**src/hw/rtl/fprx_pkg.sv**
```systemverilog
// ----------------------------------------------------------------------------
// fprx_pkg
// Types and constants of the framed packet receiver with XOR check.
// ----------------------------------------------------------------------------
package fprx_pkg;

    typedef enum logic [4:0] {
        PH_WAIT = 5'b00001,
        PH_LEN  = 5'b00010,
        PH_DATA = 5'b00100,
        PH_SUM  = 5'b01000,
        PH_END  = 5'b10000
    } phase_t;

    typedef enum logic [1:0] {
        EV_NONE = 2'd0,
        EV_DATA = 2'd1,
        EV_ACK  = 2'd2,
        EV_NAK  = 2'd3
    } event_t;

    localparam logic [7:0] REPLY_ACK      = 8'h06;
    localparam logic [7:0] REPLY_NAK      = 8'h15;
    localparam logic [7:0] START_CODE_RST = 8'h02;
    localparam logic [7:0] END_CODE_RST   = 8'h03;

    localparam int CFG_IDX_W = 2;
    localparam logic [CFG_IDX_W-1:0] CFG_START_CODE = 2'd0;
    localparam logic [CFG_IDX_W-1:0] CFG_END_CODE   = 2'd1;

    typedef struct packed {
        event_t     event_kind;
        logic [7:0] payload_byte;
        logic [7:0] payload_index;
        logic [7:0] reply_code;
    } result_t;

endpackage

```
**src/hw/rtl/fprx_ifs.sv**
```systemverilog
// ----------------------------------------------------------------------------
// fprx channel interfaces
// Valid/ready channels for received bytes, results and register writes.
// ----------------------------------------------------------------------------
interface fprx_byte_if;
    logic       valid;
    logic       ready;
    logic [7:0] rx_byte;

    modport source (output valid, output rx_byte, input ready);
    modport sink   (input valid, input rx_byte, output ready);
endinterface

interface fprx_result_if;
    logic       valid;
    logic       ready;
    logic [1:0] event_kind;
    logic [7:0] payload_byte;
    logic [7:0] payload_index;
    logic [7:0] reply_code;

    modport source (output valid, output event_kind, output payload_byte,
                    output payload_index, output reply_code, input ready);
    modport sink   (input valid, input event_kind, input payload_byte,
                    input payload_index, input reply_code, output ready);
endinterface

interface fprx_cfg_if import fprx_pkg::*; ();
    logic                 valid;
    logic                 ready;
    logic [CFG_IDX_W-1:0] index;
    logic [7:0]           data;

    modport source (output valid, output index, output data, input ready);
    modport sink   (input valid, input index, input data, output ready);
endinterface

```
**src/hw/rtl/fprx_deframer.sv**
```systemverilog
// ----------------------------------------------------------------------------
// fprx_deframer
// Frame state, length/count/XOR tracking and per-byte result decode.
// ----------------------------------------------------------------------------
module fprx_deframer import fprx_pkg::*; (
    input  logic                 clk,
    input  logic                 rst_n,
    input  logic                 cfg_we,
    input  logic [CFG_IDX_W-1:0] cfg_index,
    input  logic [7:0]           cfg_data,
    input  logic                 accept,
    input  logic [7:0]           rx_byte,
    output result_t              result
);

    phase_t     phase_reg, phase_next;
    logic [7:0] len_reg, len_next;
    logic [7:0] cnt_reg, cnt_next;
    logic [7:0] xor_reg, xor_next;
    logic [7:0] start_code_reg;
    logic [7:0] end_code_reg;
    logic [7:0] cnt_inc;

    assign cnt_inc = cnt_reg + 8'd1;

    always_comb
    begin
        phase_next = phase_reg;
        len_next   = len_reg;
        cnt_next   = cnt_reg;
        xor_next   = xor_reg;
        result     = '0;
        result.event_kind = EV_NONE;
        unique case (phase_reg)
            PH_LEN:
            begin
                len_next   = rx_byte;
                cnt_next   = 8'd0;
                xor_next   = 8'd0;
                phase_next = (rx_byte == 8'd0) ? PH_SUM : PH_DATA;
            end
            PH_DATA:
            begin
                xor_next             = xor_reg ^ rx_byte;
                cnt_next             = cnt_inc;
                result.event_kind    = EV_DATA;
                result.payload_byte  = rx_byte;
                result.payload_index = cnt_reg;
                if (cnt_inc >= len_reg)
                begin
                    phase_next = PH_SUM;
                end
            end
            PH_SUM:
            begin
                if (rx_byte != xor_reg)
                begin
                    phase_next        = PH_WAIT;
                    result.event_kind = EV_NAK;
                    result.reply_code = REPLY_NAK;
                end
                else
                begin
                    phase_next = PH_END;
                end
            end
            PH_END:
            begin
                phase_next = PH_WAIT;
                if (rx_byte != end_code_reg)
                begin
                    result.event_kind = EV_NAK;
                    result.reply_code = REPLY_NAK;
                end
                else
                begin
                    result.event_kind = EV_ACK;
                    result.reply_code = REPLY_ACK;
                end
            end
            default:
            begin
                // waiting for start code
                if (rx_byte != start_code_reg)
                begin
                    phase_next        = PH_WAIT;
                    result.event_kind = EV_NAK;
                    result.reply_code = REPLY_NAK;
                end
                else
                begin
                    phase_next = PH_LEN;
                end
            end
        endcase
    end

    always_ff @(posedge clk or negedge rst_n)
    begin
        if (!rst_n)
        begin
            phase_reg <= PH_WAIT;
            len_reg   <= 8'd0;
            cnt_reg   <= 8'd0;
            xor_reg   <= 8'd0;
        end
        else if (accept)
        begin
            phase_reg <= phase_next;
            len_reg   <= len_next;
            cnt_reg   <= cnt_next;
            xor_reg   <= xor_next;
        end
    end

    always_ff @(posedge clk or negedge rst_n)
    begin
        if (!rst_n)
        begin
            start_code_reg <= START_CODE_RST;
            end_code_reg   <= END_CODE_RST;
        end
        else if (cfg_we)
        begin
            if (cfg_index == CFG_START_CODE)
            begin
                start_code_reg <= cfg_data;
            end
            else if (cfg_index == CFG_END_CODE)
            begin
                end_code_reg <= cfg_data;
            end
        end
    end

endmodule

```
**src/hw/rtl/fprx_out_stage.sv**
```systemverilog
// ----------------------------------------------------------------------------
// fprx_out_stage
// Result register; refills in the same cycle the held item is taken.
// ----------------------------------------------------------------------------
module fprx_out_stage import fprx_pkg::*; (
    input  logic    clk,
    input  logic    rst_n,
    input  logic    load,
    input  result_t d,
    input  logic    out_ready,
    output logic    out_valid,
    output result_t q,
    output logic    in_ready
);

    logic    valid_reg;
    result_t data_reg;

    assign in_ready  = !valid_reg || out_ready;
    assign out_valid = valid_reg;
    assign q         = data_reg;

    always_ff @(posedge clk or negedge rst_n)
    begin
        if (!rst_n)
        begin
            valid_reg <= 1'b0;
        end
        else if (in_ready)
        begin
            valid_reg <= load;
        end
    end

    always_ff @(posedge clk)
    begin
        if (load)
        begin
            data_reg <= d;
        end
    end

endmodule

```
**src/hw/rtl/framed_packet_receiver_xor_check.sv**
```systemverilog
// ----------------------------------------------------------------------------
// framed_packet_receiver_xor_check
// Deframes start/length/payload/XOR/end packets from a byte stream.
// ----------------------------------------------------------------------------
// Usage:
//   rx     : one received byte per item (valid/ready).
//   result : exactly one item per received byte: event kind, payload byte
//            and index for payload bytes, reply code 0x06/0x15 on ACK/NAK.
//   cfg    : register writes (index 0 start code, 1 end code); always ready,
//            other indexes are ignored. Write only while idle.
// Output: registered; a result is valid the cycle after its byte is accepted.
// Throughput: one byte per cycle while the result is not stalled; the frame
//   state updates per byte; the result register refills on the edge it drains.
// Stall: while result is held with ready low, rx.ready drops; the result
//   holds steady until taken.
// Reset: frame state returns to waiting for a start code, codes go to
//   0x02/0x03, the result register empties.
// Payload bytes are not buffered: a consumer drops them if the packet NAKs.
// ----------------------------------------------------------------------------
module framed_packet_receiver_xor_check import fprx_pkg::*; (
    input  logic      clk,
    input  logic      rst_n,
    fprx_byte_if.sink rx,
    fprx_result_if.source result,
    fprx_cfg_if.sink  cfg
);

    logic    accept;
    result_t dec_result;
    result_t out_result;
    logic    out_valid;
    logic    in_ready;

    assign accept    = rx.valid && in_ready;
    assign rx.ready  = in_ready;
    assign cfg.ready = 1'b1;

    fprx_deframer u_deframer (
        .clk       (clk),
        .rst_n     (rst_n),
        .cfg_we    (cfg.valid),
        .cfg_index (cfg.index),
        .cfg_data  (cfg.data),
        .accept    (accept),
        .rx_byte   (rx.rx_byte),
        .result    (dec_result)
    );

    fprx_out_stage u_out_stage (
        .clk       (clk),
        .rst_n     (rst_n),
        .load      (accept),
        .d         (dec_result),
        .out_ready (result.ready),
        .out_valid (out_valid),
        .q         (out_result),
        .in_ready  (in_ready)
    );

    assign result.valid         = out_valid;
    assign result.event_kind    = out_result.event_kind;
    assign result.payload_byte  = out_result.payload_byte;
    assign result.payload_index = out_result.payload_index;
    assign result.reply_code    = out_result.reply_code;

endmodule

```
**src/flat_wrapper.sv**
```systemverilog
// flat-port wrapper written by rule: the top's interface ports become plain ports
module framed_packet_receiver_xor_check_flat import fprx_pkg::*;
  (clk, rst_n, rx_valid, rx_rx_byte, rx_ready, result_valid, result_event_kind, result_payload_byte, result_payload_index, result_reply_code, result_ready, cfg_valid, cfg_index, cfg_data, cfg_ready);
  fprx_byte_if rx_i ();
  fprx_result_if result_i ();
  fprx_cfg_if cfg_i ();
  input  logic clk;
  input  logic rst_n;
  input wire logic [$bits(rx_i.valid)-1:0] rx_valid;
  input wire logic [$bits(rx_i.rx_byte)-1:0] rx_rx_byte;
  output wire logic [$bits(rx_i.ready)-1:0] rx_ready;
  output wire logic [$bits(result_i.valid)-1:0] result_valid;
  output wire logic [$bits(result_i.event_kind)-1:0] result_event_kind;
  output wire logic [$bits(result_i.payload_byte)-1:0] result_payload_byte;
  output wire logic [$bits(result_i.payload_index)-1:0] result_payload_index;
  output wire logic [$bits(result_i.reply_code)-1:0] result_reply_code;
  input wire logic [$bits(result_i.ready)-1:0] result_ready;
  input wire logic [$bits(cfg_i.valid)-1:0] cfg_valid;
  input wire logic [$bits(cfg_i.index)-1:0] cfg_index;
  input wire logic [$bits(cfg_i.data)-1:0] cfg_data;
  output wire logic [$bits(cfg_i.ready)-1:0] cfg_ready;
  assign rx_i.valid = rx_valid;
  assign rx_i.rx_byte = rx_rx_byte;
  assign rx_ready = rx_i.ready;
  assign result_valid = result_i.valid;
  assign result_event_kind = result_i.event_kind;
  assign result_payload_byte = result_i.payload_byte;
  assign result_payload_index = result_i.payload_index;
  assign result_reply_code = result_i.reply_code;
  assign result_i.ready = result_ready;
  assign cfg_i.valid = cfg_valid;
  assign cfg_i.index = cfg_index;
  assign cfg_i.data = cfg_data;
  assign cfg_ready = cfg_i.ready;
  framed_packet_receiver_xor_check u_core (.clk(clk), .rst_n(rst_n), .rx(rx_i), .result(result_i), .cfg(cfg_i));
endmodule
```
**config.mk**
```make
export PLATFORM = sky130hd
export DESIGN_NAME = framed_packet_receiver_xor_check_flat
export DESIGN_NICKNAME = d
export VERILOG_FILES = /design/src/hw/rtl/fprx_pkg.sv /design/src/hw/rtl/fprx_ifs.sv /design/src/hw/rtl/fprx_deframer.sv /design/src/hw/rtl/fprx_out_stage.sv /design/src/hw/rtl/framed_packet_receiver_xor_check.sv /design/src/flat_wrapper.sv
export SDC_FILE = /design/constraint.sdc
export NUM_CORES = 1
export LEC_CHECK = 0
export ABC_AREA = 1
export BUFFER_PORTS_ARGS = -buffer_cell sky130_fd_sc_hd__clkbuf_2
export CAP_MARGIN = 5
export CORE_UTILIZATION = 55
export CTS_BUF_LIST = sky130_fd_sc_hd__clkbuf_8
export DETAILED_ROUTE_END_ITERATION = 8
export GPL_TIMING_DRIVEN = 0
export PLACE_DENSITY = 0.81
export SKIP_CTS_REPAIR_TIMING = 1
export SYNTH_ARGS = -nofsm -noshare
export SYNTH_HDL_FRONTEND = slang
export SYNTH_SLANG_ARGS = --single-unit
```
**constraint.sdc**
```tcl
create_clock -name clk -period 3.2 [get_ports clk]
set_input_delay 0.64 -clock clk [delete_from_list [all_inputs] [get_ports clk]]
set_output_delay 0.64 -clock clk [all_outputs]
set_load 0.05 [all_outputs]
```
==> impl_metrics.json, run 1 <==
{
  "initial_utilization_pct": 57.1,
  "min_period_ns": 2.43,
  "vdd_drop_max_mv": 0.376,
  "drc": 0,
  "netlist.top_cell.by_area": "dfrtp_1",
  "drive_gt1_share_pct": 24.4,
  "die_w_um": 80.6,
  "regArea_um2": 1760,
  "h-tree-depth": 3,
  "largest_reg_flops": 20,
  "yosys-top-cells-area": "dfrtp_1 (31%), edfxtp_1 (18%), nand2_1 (11%)",
  "cp-end-kind": "flip-flop",
  "fmaxAchievable_ghz": 0.412,
  "wirelength_mm": 7.13,
  "synth_seq_cells": 66,
  "crit_required_ns": 3.42,
  "grt_pass1_wl_mm": 11.6,
  "hold_viol": 0,
  "setup_tns_ns": 0,
  "finalCritPeriodShare_pct": 75.9,
  "grt_pass1_vias": 2606,
  "syn_inst": 381,
  "grt_max_degree": 47,
  "fillers": 492,
  "insertion_delay_ns": 0.35,
  "ant_nets": 0,
  "cts.clk_slew.worst_paths_ns": 0.07,
  "fin_skew_ns": 0.00971,
  "antennaDiodeCount": 0,
  "critPathKind": "flip-flop to flip-flop",
  "yosys.cell_count.top_type": "nand2_1",
  "portBuffers": 46,
  "first_pass_iters": 4,
  "cts-buffers-inserted": 9,
  "clkPwrFrac_pct": 39.4,
  "p_int_uw": 1620,
  "wl_per_cell_um": 13.7,
  "hpwl_mm": 5.05,
  "synth.cells.most_frequent": "nand2_1 (103), inv_1 (51), dfrtp_1 (42)",
  "ys_warn_count": 0,
  "grt.total_usage_pct": 24.4,
  "hold_ws_ns": 0.486,
  "cts_tree": "yes",
  "die-area_um2": 6500,
  "crit_fanout": 9,
  "core_area_um2": 5960,
  "synthToLayoutAreaGrowth_pct": 17.2,
  "design_area_um2": 3990,
  "postSynthAreaPerCell_um2": 8.93,
  "die_height_um": 80.6,
  "finalSetupViolCount": 0,
  "rows": 28,
  "switching_power_uw": 603,
  "cp.arrival_ns": 2.65,
  "syn_area_um2": 3400,
  "p_seq_share_pct": 44.6,
  "r2r_slack_ns": 0.77,
  "grt_setup_unrepaired": "false",
  "boundaryPins": 52,
  "via_count": 2645,
  "synth_edf_count": 20,
  "status": "finished, final reports clean",
  "cts.sinks": 66,
  "slew_viol_final": 0,
  "synth.distinct_cells": 32,
  "place_area_um2": 3740,
  "utilization_pct": 67.0,
  "async_flop_share_pct": 69.7,
  "start_kind": "flip-flop",
  "power_density_nw_per_um2": 558,
  "place_congestion": 0.778,
  "relSlewSlack_pct": 22.4,
  "leakagePower_uw": 0.00198,
  "grt_antenna_before_repair": 0,
  "synth_top_area_share_pct": 30.9,
  "dr.first_iter.drc_count": 203,
  "drv_cap": 0,
  "cts_root_buffer": "clkbuf_8",
  "ys.flop_type": "dfrtp_1",
  "p_sw_share_pct": 27.1,
  "worst_pin_slew_ns": 1.16,
  "ys_seq_area_share_pct": 51.6,
  "min-delay-path-class": "flip-flop to flip-flop",
  "finalNetCount": 473,
  "grt-ovfl-total": 0,
  "vias_per_cell": 5.08,
  "pwr-share-comb_pct": 15.9,
  "multi_input_area_um2": 1320,
  "cts_buffer_depth": 2
}
## layout make-up
class | count | share of cell area, %
clock inverter | 5 | 2.51
buffer | 14 | 2.60
sequential | 66 | 44.0
tap | 75 | 2.35
timing repair buffer | 46 | 5.77
clock buffer | 11 | 3.80
inverter | 60 | 5.77
multi-input combinational | 244 | 33.2
## power groups by stage
stage | registers, uW | clock network [uW] | logic, uW
3_5_place_dp | 1010 | 0 | 351
4_1_cts | 993 | 885 | 357
6_report | 994 | 878 | 355
3_3_place_gp | 1000 | 0 | 333
2_1_floorplan | 1040 | 0 | 218
5_1_grt | 1000 | 926 | 394
## path summary, 6_finish.rpt
check | cells after the start | startpoint | endpoint
setup / recovery | 14 | u_core.u_deframer.cnt_reg[0] | u_core.u_deframer.phase_reg[3]
hold / removal | 2 | u_core.u_deframer.len_reg[1] | u_core.u_deframer.len_reg[1]
setup reg to reg | 14 | u_core.u_deframer.cnt_reg[0] | u_core.u_deframer.phase_reg[3]
hold reg to reg | 2 | u_core.u_deframer.len_reg[1] | u_core.u_deframer.len_reg[1]
max in group asynchronous | 1 | rst_n | u_core.u_deframer.phase_reg[3]
min in group asynchronous | 1 | rst_n | u_core.u_deframer.start_code_reg[5]
## metrics by stage
step / setup WS, ns / std cells / power [uW]
final: 0.771 / 521 / 2230
after global routing: 0.576 / 521 / 2320
after CTS: 0.790 / 521 / 2230
after detailed placement: 0.837 / 505 / 1360
after global placement: 0.871 / 505 / 1330
after floorplan: 1.07 / 384 / 1260
## worst max-delay path, stage by stage, from the launching register on
cell and delay, ns:
dfrtp_1 0.43, ha_1 0.22, nand3_1 0.14, nor2_1 0.11, nand2_1 0.06, xor2_1 0.20
inv_1 0.07, ha_1 0.28, nand2_1 0.07, o21ai_0 0.34, nor2_4 0.04, nand2_2 0.09
nand2_4 0.08, nand2_1 0.08, o21ai_0 0.07
## placed cells by master, fill, tap and decap left out, types with 8 or more instances in the layout
| master | synthesis | final |
|---|---|---|
| inv_2 | 8 | 8 |
| dfrtp_1 | 42 | 42 |
| ha_1 | 9 | 9 |
| o22ai_2 | 10 | 10 |
| o21ai_0 | 31 | 31 |
| clkbuf_2 | 1 | 47 |
| xnor2_1 | 13 | 13 |
| nor2_1 | 31 | 31 |
| nand3_1 | 9 | 9 |
| edfxtp_1 | 20 | 20 |
| clkbuf_8 | 0 | 11 |
| inv_1 | 51 | 51 |
| nand2_1 | 103 | 103 |
## layer usage
layer	GRT usage [%]	part of all wire, %	wire length (um)	vias up
met5	0	0	0	-
met3	6.93	5.4	384	15
li1	-	-	-	1309
met4	10.4	2.2	160	0
met1	30.2	43	3080	1242
met2	39.7	49	3500	79
## cells by family after synthesis
kind of cell | share of synthesized area (%)
AO/OA/AOI/OAI | 9.67
AND/OR/NAND/NOR | 21.0
other | 0.221
XOR/XNOR | 4.38
adder cells (fa/ha/maj) | 3.31
flip-flops | 51.6
buffers and inverters | 9.82
No activity file was read; power rests on OpenSTA's default activity.
==> run 2: changes to the inputs <==
CORE_UTILIZATION = 53   (was 55)
clock period = 2.18 ns   (was 3.2 ns; I/O delays follow)
==> impl_metrics.json, run 2 (synthesis gave the netlist of run 1 again) <==
{
  "place_ws_ns": -0.159,
  "synthToLayoutAreaGrowth_pct": 18.3,
  "design_area_um2": 4030,
  "clkPwrFrac_pct": 32.2,
  "relSlewSlack_pct": 54.9,
  "boundaryPins": 52,
  "crit_fanout": 5,
  "via_count": 2686,
  "drv_cap": 0,
  "crit_required_ns": 2.40,
  "h-tree-depth": 3,
  "core_area_um2": 6060,
  "final_common_cell": "nand2_1",
  "largest_reg_flops": 20,
  "rows": 28,
  "finalSetupViolCount": 0,
  "final_cell_mix": "nand2_1 (100), inv_1 (53), clkbuf_2 (47)",
  "p_seq_share_pct": 49.3,
  "place_congestion": 0.824,
  "wirelength_mm": 6.91,
  "cts_root_buffer": "clkbuf_8",
  "switching_power_uw": 861,
  "power_density_nw_per_um2": 734,
  "grt.total_usage_pct": 22.2,
  "cts_buffer_depth": 2,
  "grt_antenna_before_repair": 0,
  "min-delay-path-class": "primary input to async pin",
  "wl_per_cell_um": 13.2,
  "critical_path.most_common_cell": "nand2_1",
  "vdd_drop_max_mv": 0.434,
  "grt_pass1_vias": 2352,
  "setup_tns_ns": 0,
  "cts-buffers-inserted": 9,
  "cts_tree": "yes",
  "grt_max_degree": 47,
  "max_stage_delay_ns": 0.44,
  "drc": 0,
  "cp.arrival_ns": 2.40,
  "grt_pass1_wl_mm": 10.9,
  "fmaxAchievable_ghz": 0.459,
  "r2r_cells": 14,
  "cp-end-kind": "flip-flop",
  "finalNetCount": 477,
  "fin_cells": 525,
  "status": "finished, final reports clean",
  "fin_skew_ns": 0.00854,
  "start_kind": "flip-flop",
  "slew_viol_final": 0,
  "p_int_uw": 2090,
  "pwr-share-comb_pct": 18.5,
  "hpwl_mm": 4.93,
  "cts.clk_slew.worst_paths_ns": 0.07,
  "critPathKind": "flip-flop to flip-flop",
  "insertion_delay_ns": 0.34,
  "portBuffers": 46,
  "antennaDiodeCount": 0,
  "grt-ovfl-total": 0,
  "p_sw_share_pct": 29.1,
  "leakagePower_uw": 0.00198,
  "utilization_pct": 66.4,
  "reg2reg_from": "u_core.u_deframer.cnt_reg[0]",
  "r2r_slack_ns": 0.003,
  "path_cells": "inv_2, nor3_4, inv_1, nor2_1, nand2_1, and2_4, ha_4, nand2_2, nor2_1, nand2_1, nand2_4, nand2_4, nand2_1, o21ai_0",
  "finalCritPeriodShare_pct": 99.9,
  "first_pass_iters": 5,
  "reg2reg_to": "u_core.u_deframer.phase_reg[4]",
  "die-area_um2": 6740,
  "fillers": 500,
  "ant_nets": 0,
  "layout_setup_ws_ns": 0.00304,
  "hold_viol": 0,
  "place_area_um2": 3740,
  "dr.first_iter.drc_count": 226,
  "die_w_um": 82.1,
  "cts.sinks": 66,
  "drive_gt1_share_pct": 26.7,
  "min_period_ns": 2.18,
  "dp_cells": 505,
  "initial_utilization_pct": 56.1,
  "vias_per_cell": 5.12,
  "cp_slowest_cell": "dfrtp_2",
  "die_height_um": 82.1,
  "worst_pin_slew_ns": 0.675,
  "grt_setup_unrepaired": "true"
}
-- run 2: changes by cell type in the layout (fill, tap and decap cells not counted), sizes merged --
| cell | change |
|---|---|
| clkinv | +1 |
| clkbuf | -2 |
| inv | +3 |
| buf | +3 |
| nand2 | +1 |
| bufinv | -2 |
-- run 2: per-stage QoR --
| stage | hold slack, ns | power (uW) |
|---|---|---|
| floorplan | 0.140 | 1850 |
| global placement | 0.469 | 1960 |
| detailed placement | 0.473 | 1990 |
| CTS | 0.302 | 2930 |
| global route | 0.142 | 3090 |
| finish | 0.0915 | 2960 |
-- run 2: worst max-delay path: cells and delay by family (launching register included) --
kind | cells | cell delay [ns]
AO/OA/AOI/OAI | 1 | 0.07
adder cells (fa/ha/maj) | 1 | 0.27
buffers and inverters | 2 | 0.16
flip-flops | 1 | 0.44
AND/OR/NAND/NOR | 10 | 1.12
-- run 2: worst max-delay path by stage --
stage / start / end / slack (ns) / depth (start not counted)
floorplan: u_core.u_deframer.cnt_reg[0] / u_core.u_deframer.phase_reg[3] / 0.05 / 14
global placement: u_core.u_deframer.cnt_reg[0] / u_core.u_deframer.phase_reg[4] / -0.17 / 14
detailed placement: u_core.u_deframer.cnt_reg[0] / u_core.u_deframer.phase_reg[3] / -0.16 / 14
CTS: u_core.u_deframer.cnt_reg[0] / u_core.u_deframer.phase_reg[3] / -0.20 / 14
global route: u_core.u_deframer.cnt_reg[0] / u_core.u_deframer.phase_reg[4] / -0.11 / 14
finish: u_core.u_deframer.cnt_reg[0] / u_core.u_deframer.phase_reg[4] / 0.003 / 14
-- run 2: area by class of cell --
type	instances	area, um^2	area share [%]
inverters	60	230	5.72
well taps	75	93.8	2.33
clock inverters	7	53.8	1.34
repair buffers	49	273	6.78
clock buffers	9	124	3.08
multi-input cells	245	1390	34.5
flip-flops and latches	66	1760	43.7
plain buffers	14	104	2.58
-- run 2: layer usage --
metal / GRT usage [%] / wire, um
met4: 10.7 / 130
met3: 3.63 / 321
met5: 0 / 0
met1: 28.0 / 2970
met2: 37.2 / 3490
-- run 2: power groups by stage --
stage,Clock (uW),Sequential (uW),Combinational [uW]
floorplan,0,1530,320
global placement,0,1470,489
detailed placement,0,1480,512
CTS,961,1450,515
global route,1010,1470,610
finish,952,1460,547
==> run 3: changes to the inputs <==
BUFFER_PORTS_ARGS = -buffer_cell sky130_fd_sc_hd__buf_2   (was -buffer_cell sky130_fd_sc_hd__clkbuf_2)
GPL_TIMING_DRIVEN = not set   (was 0)
==> impl_metrics.json, run 3 (synthesis gave the netlist of run 1 again) <==
{
  "hold_viol": 0,
  "reg2reg_from": "u_core.u_deframer.cnt_reg[0]",
  "cts_tree": "yes",
  "vias_per_cell": 5.18,
  "drv_cap": 0,
  "min_period_ns": 2.26,
  "finalSetupViolCount": 5,
  "hpwl_mm": 5.03,
  "cts_buffer_depth": 2,
  "rows": 28,
  "wl_per_cell_um": 14.3,
  "portBuffers": 46,
  "start_kind": "flip-flop",
  "final_common_cell": "nand2_1",
  "insertion_delay_ns": 0.35,
  "place_area_um2": 3680,
  "slew_viol_final": 0,
  "die_height_um": 82.1,
  "design_area_um2": 4050,
  "drive_gt1_share_pct": 29.7,
  "status": "finished with violations",
  "power_density_nw_per_um2": 752,
  "leakagePower_uw": 0.00195,
  "crit_cells": 14,
  "cts.sinks": 66,
  "cts_root_buffer": "clkbuf_8",
  "grt_max_degree": 19,
  "die-area_um2": 6740,
  "ant_nets": 0,
  "finalNetCount": 472,
  "cp.arrival_ns": 2.50,
  "grt-ovfl-total": 0,
  "cts.clk_slew.worst_paths_ns": 0.07,
  "largest_reg_flops": 20,
  "reg2reg_to": "u_core.u_deframer.phase_reg[2]",
  "via_count": 2694,
  "finalCritPeriodShare_pct": 104,
  "grt_pass1_wl_mm": 11.4,
  "relSlewSlack_pct": 64.9,
  "grt_pass1_vias": 2495,
  "hold_ws_ns": 0.000926,
  "grt_setup_unrepaired": "true",
  "boundaryPins": 52,
  "path_buf_inv": 3,
  "drc": 0,
  "cp_top_family": "simple AND/OR/NAND/NOR gates",
  "max_stage_delay_ns": 0.40,
  "critPathLaunch": "u_core.u_deframer.cnt_reg[0]",
  "place_congestion": 0.857,
  "critPathKind": "flip-flop to flip-flop",
  "vdd_drop_max_mv": 0.481,
  "h-tree-depth": 3,
  "final_cell_mix": "nand2_1 (96), inv_1 (49), buf_2 (46)",
  "grt_antenna_before_repair": 0,
  "r2r_cells": 14,
  "min-delay-path-class": "primary input to async pin",
  "synthToLayoutAreaGrowth_pct": 18.9,
  "dr.first_iter.drc_count": 215,
  "grt.total_usage_pct": 23.3,
  "initial_utilization_pct": 56.1,
  "crit_fanout": 5,
  "fmaxAchievable_ghz": 0.442,
  "wirelength_mm": 7.44,
  "worst_pin_slew_ns": 0.525,
  "layout_setup_ws_ns": -0.0849,
  "critical_path.most_common_cell": "nand2_4",
  "violations": "setup timing",
  "cts-buffers-inserted": 9,
  "place_ws_ns": -0.125,
  "first_pass_iters": 4,
  "r2r_slack_ns": -0.08,
  "antennaDiodeCount": 0,
  "fin_cells": 520,
  "crit_end": "u_core.u_deframer.phase_reg[2]",
  "core_area_um2": 6060,
  "die_w_um": 82.1,
  "path_cells": "inv_2, nor3_4, buf_4, nand4_1, nand2_2, inv_1, ha_4, a21oi_4, o21ai_4, nor2_4, nand2_4, nand2_4, nand2_1, o21ai_1",
  "fin_skew_ns": 0.00682,
  "crit_required_ns": 2.42,
  "dp_cells": 497,
  "cp_slowest_cell": "dfrtp_1",
  "cp-end-kind": "flip-flop"
}
run 3: worst min-delay path by stage:
stage / startpoint / endpoint / slack [ns] / depth (start not counted)
3_3_place_gp: rst_n / u_core.u_deframer.start_code_reg[2] / 0.37 / 1
2_1_floorplan: rst_n / u_core.u_deframer.cnt_reg[0] / 0.14 / 0
6_report: rst_n / u_core.u_deframer.end_code_reg[2] / 0.0009 / 1
5_1_grt: rst_n / u_core.u_deframer.end_code_reg[2] / 0.02 / 1
4_1_cts: rst_n / u_core.u_deframer.end_code_reg[2] / -0.001 / 1
3_5_place_dp: rst_n / u_core.u_deframer.end_code_reg[2] / 0.38 / 1
run 3: area by class of cell:
class | count | area [um^2]
Clock inverter | 7 | 60.1
Clock buffer | 9 | 124
Sequential cell | 66 | 1760
Fill cell | 478 | 2010
Tap cell | 75 | 93.8
Inverter | 60 | 230
Multi-Input combinational cell | 245 | 1460
Timing Repair Buffer | 58 | 320
run 3: metal layers:
metal  share of wire (%)  wire length, um  track usage (%)  up-vias
li1                    -                -                -     1316
met1                  40             3010             29.2     1271
met2                  51             3810             38.8       89
met3                 5.9              441             6.04       18
met4                 2.4              182             8.77        0
met5                   0                0                0        -
run 3: where the power goes:
part           internal [uW]  switching, uW  total (uW)
Sequential              1390           71.3        1460
Combinational            224            379         604
Clock                    513            468         982
Total                   2130            919        3040
run 3: stage by stage:
| step | utilization (%) | total power [uW] | setup TNS, ns |
|---|---|---|---|
| finish | 66.8 | 3040 | -0.356 |
| floorplan | - | 1850 | 0 |
| CTS | 63.7 | 2960 | -0.644 |
| global route | 66.8 | 3170 | -0.874 |
| global placement | 60.7 | 1960 | 0 |
| detailed placement | 60.7 | 1990 | -0.551 |
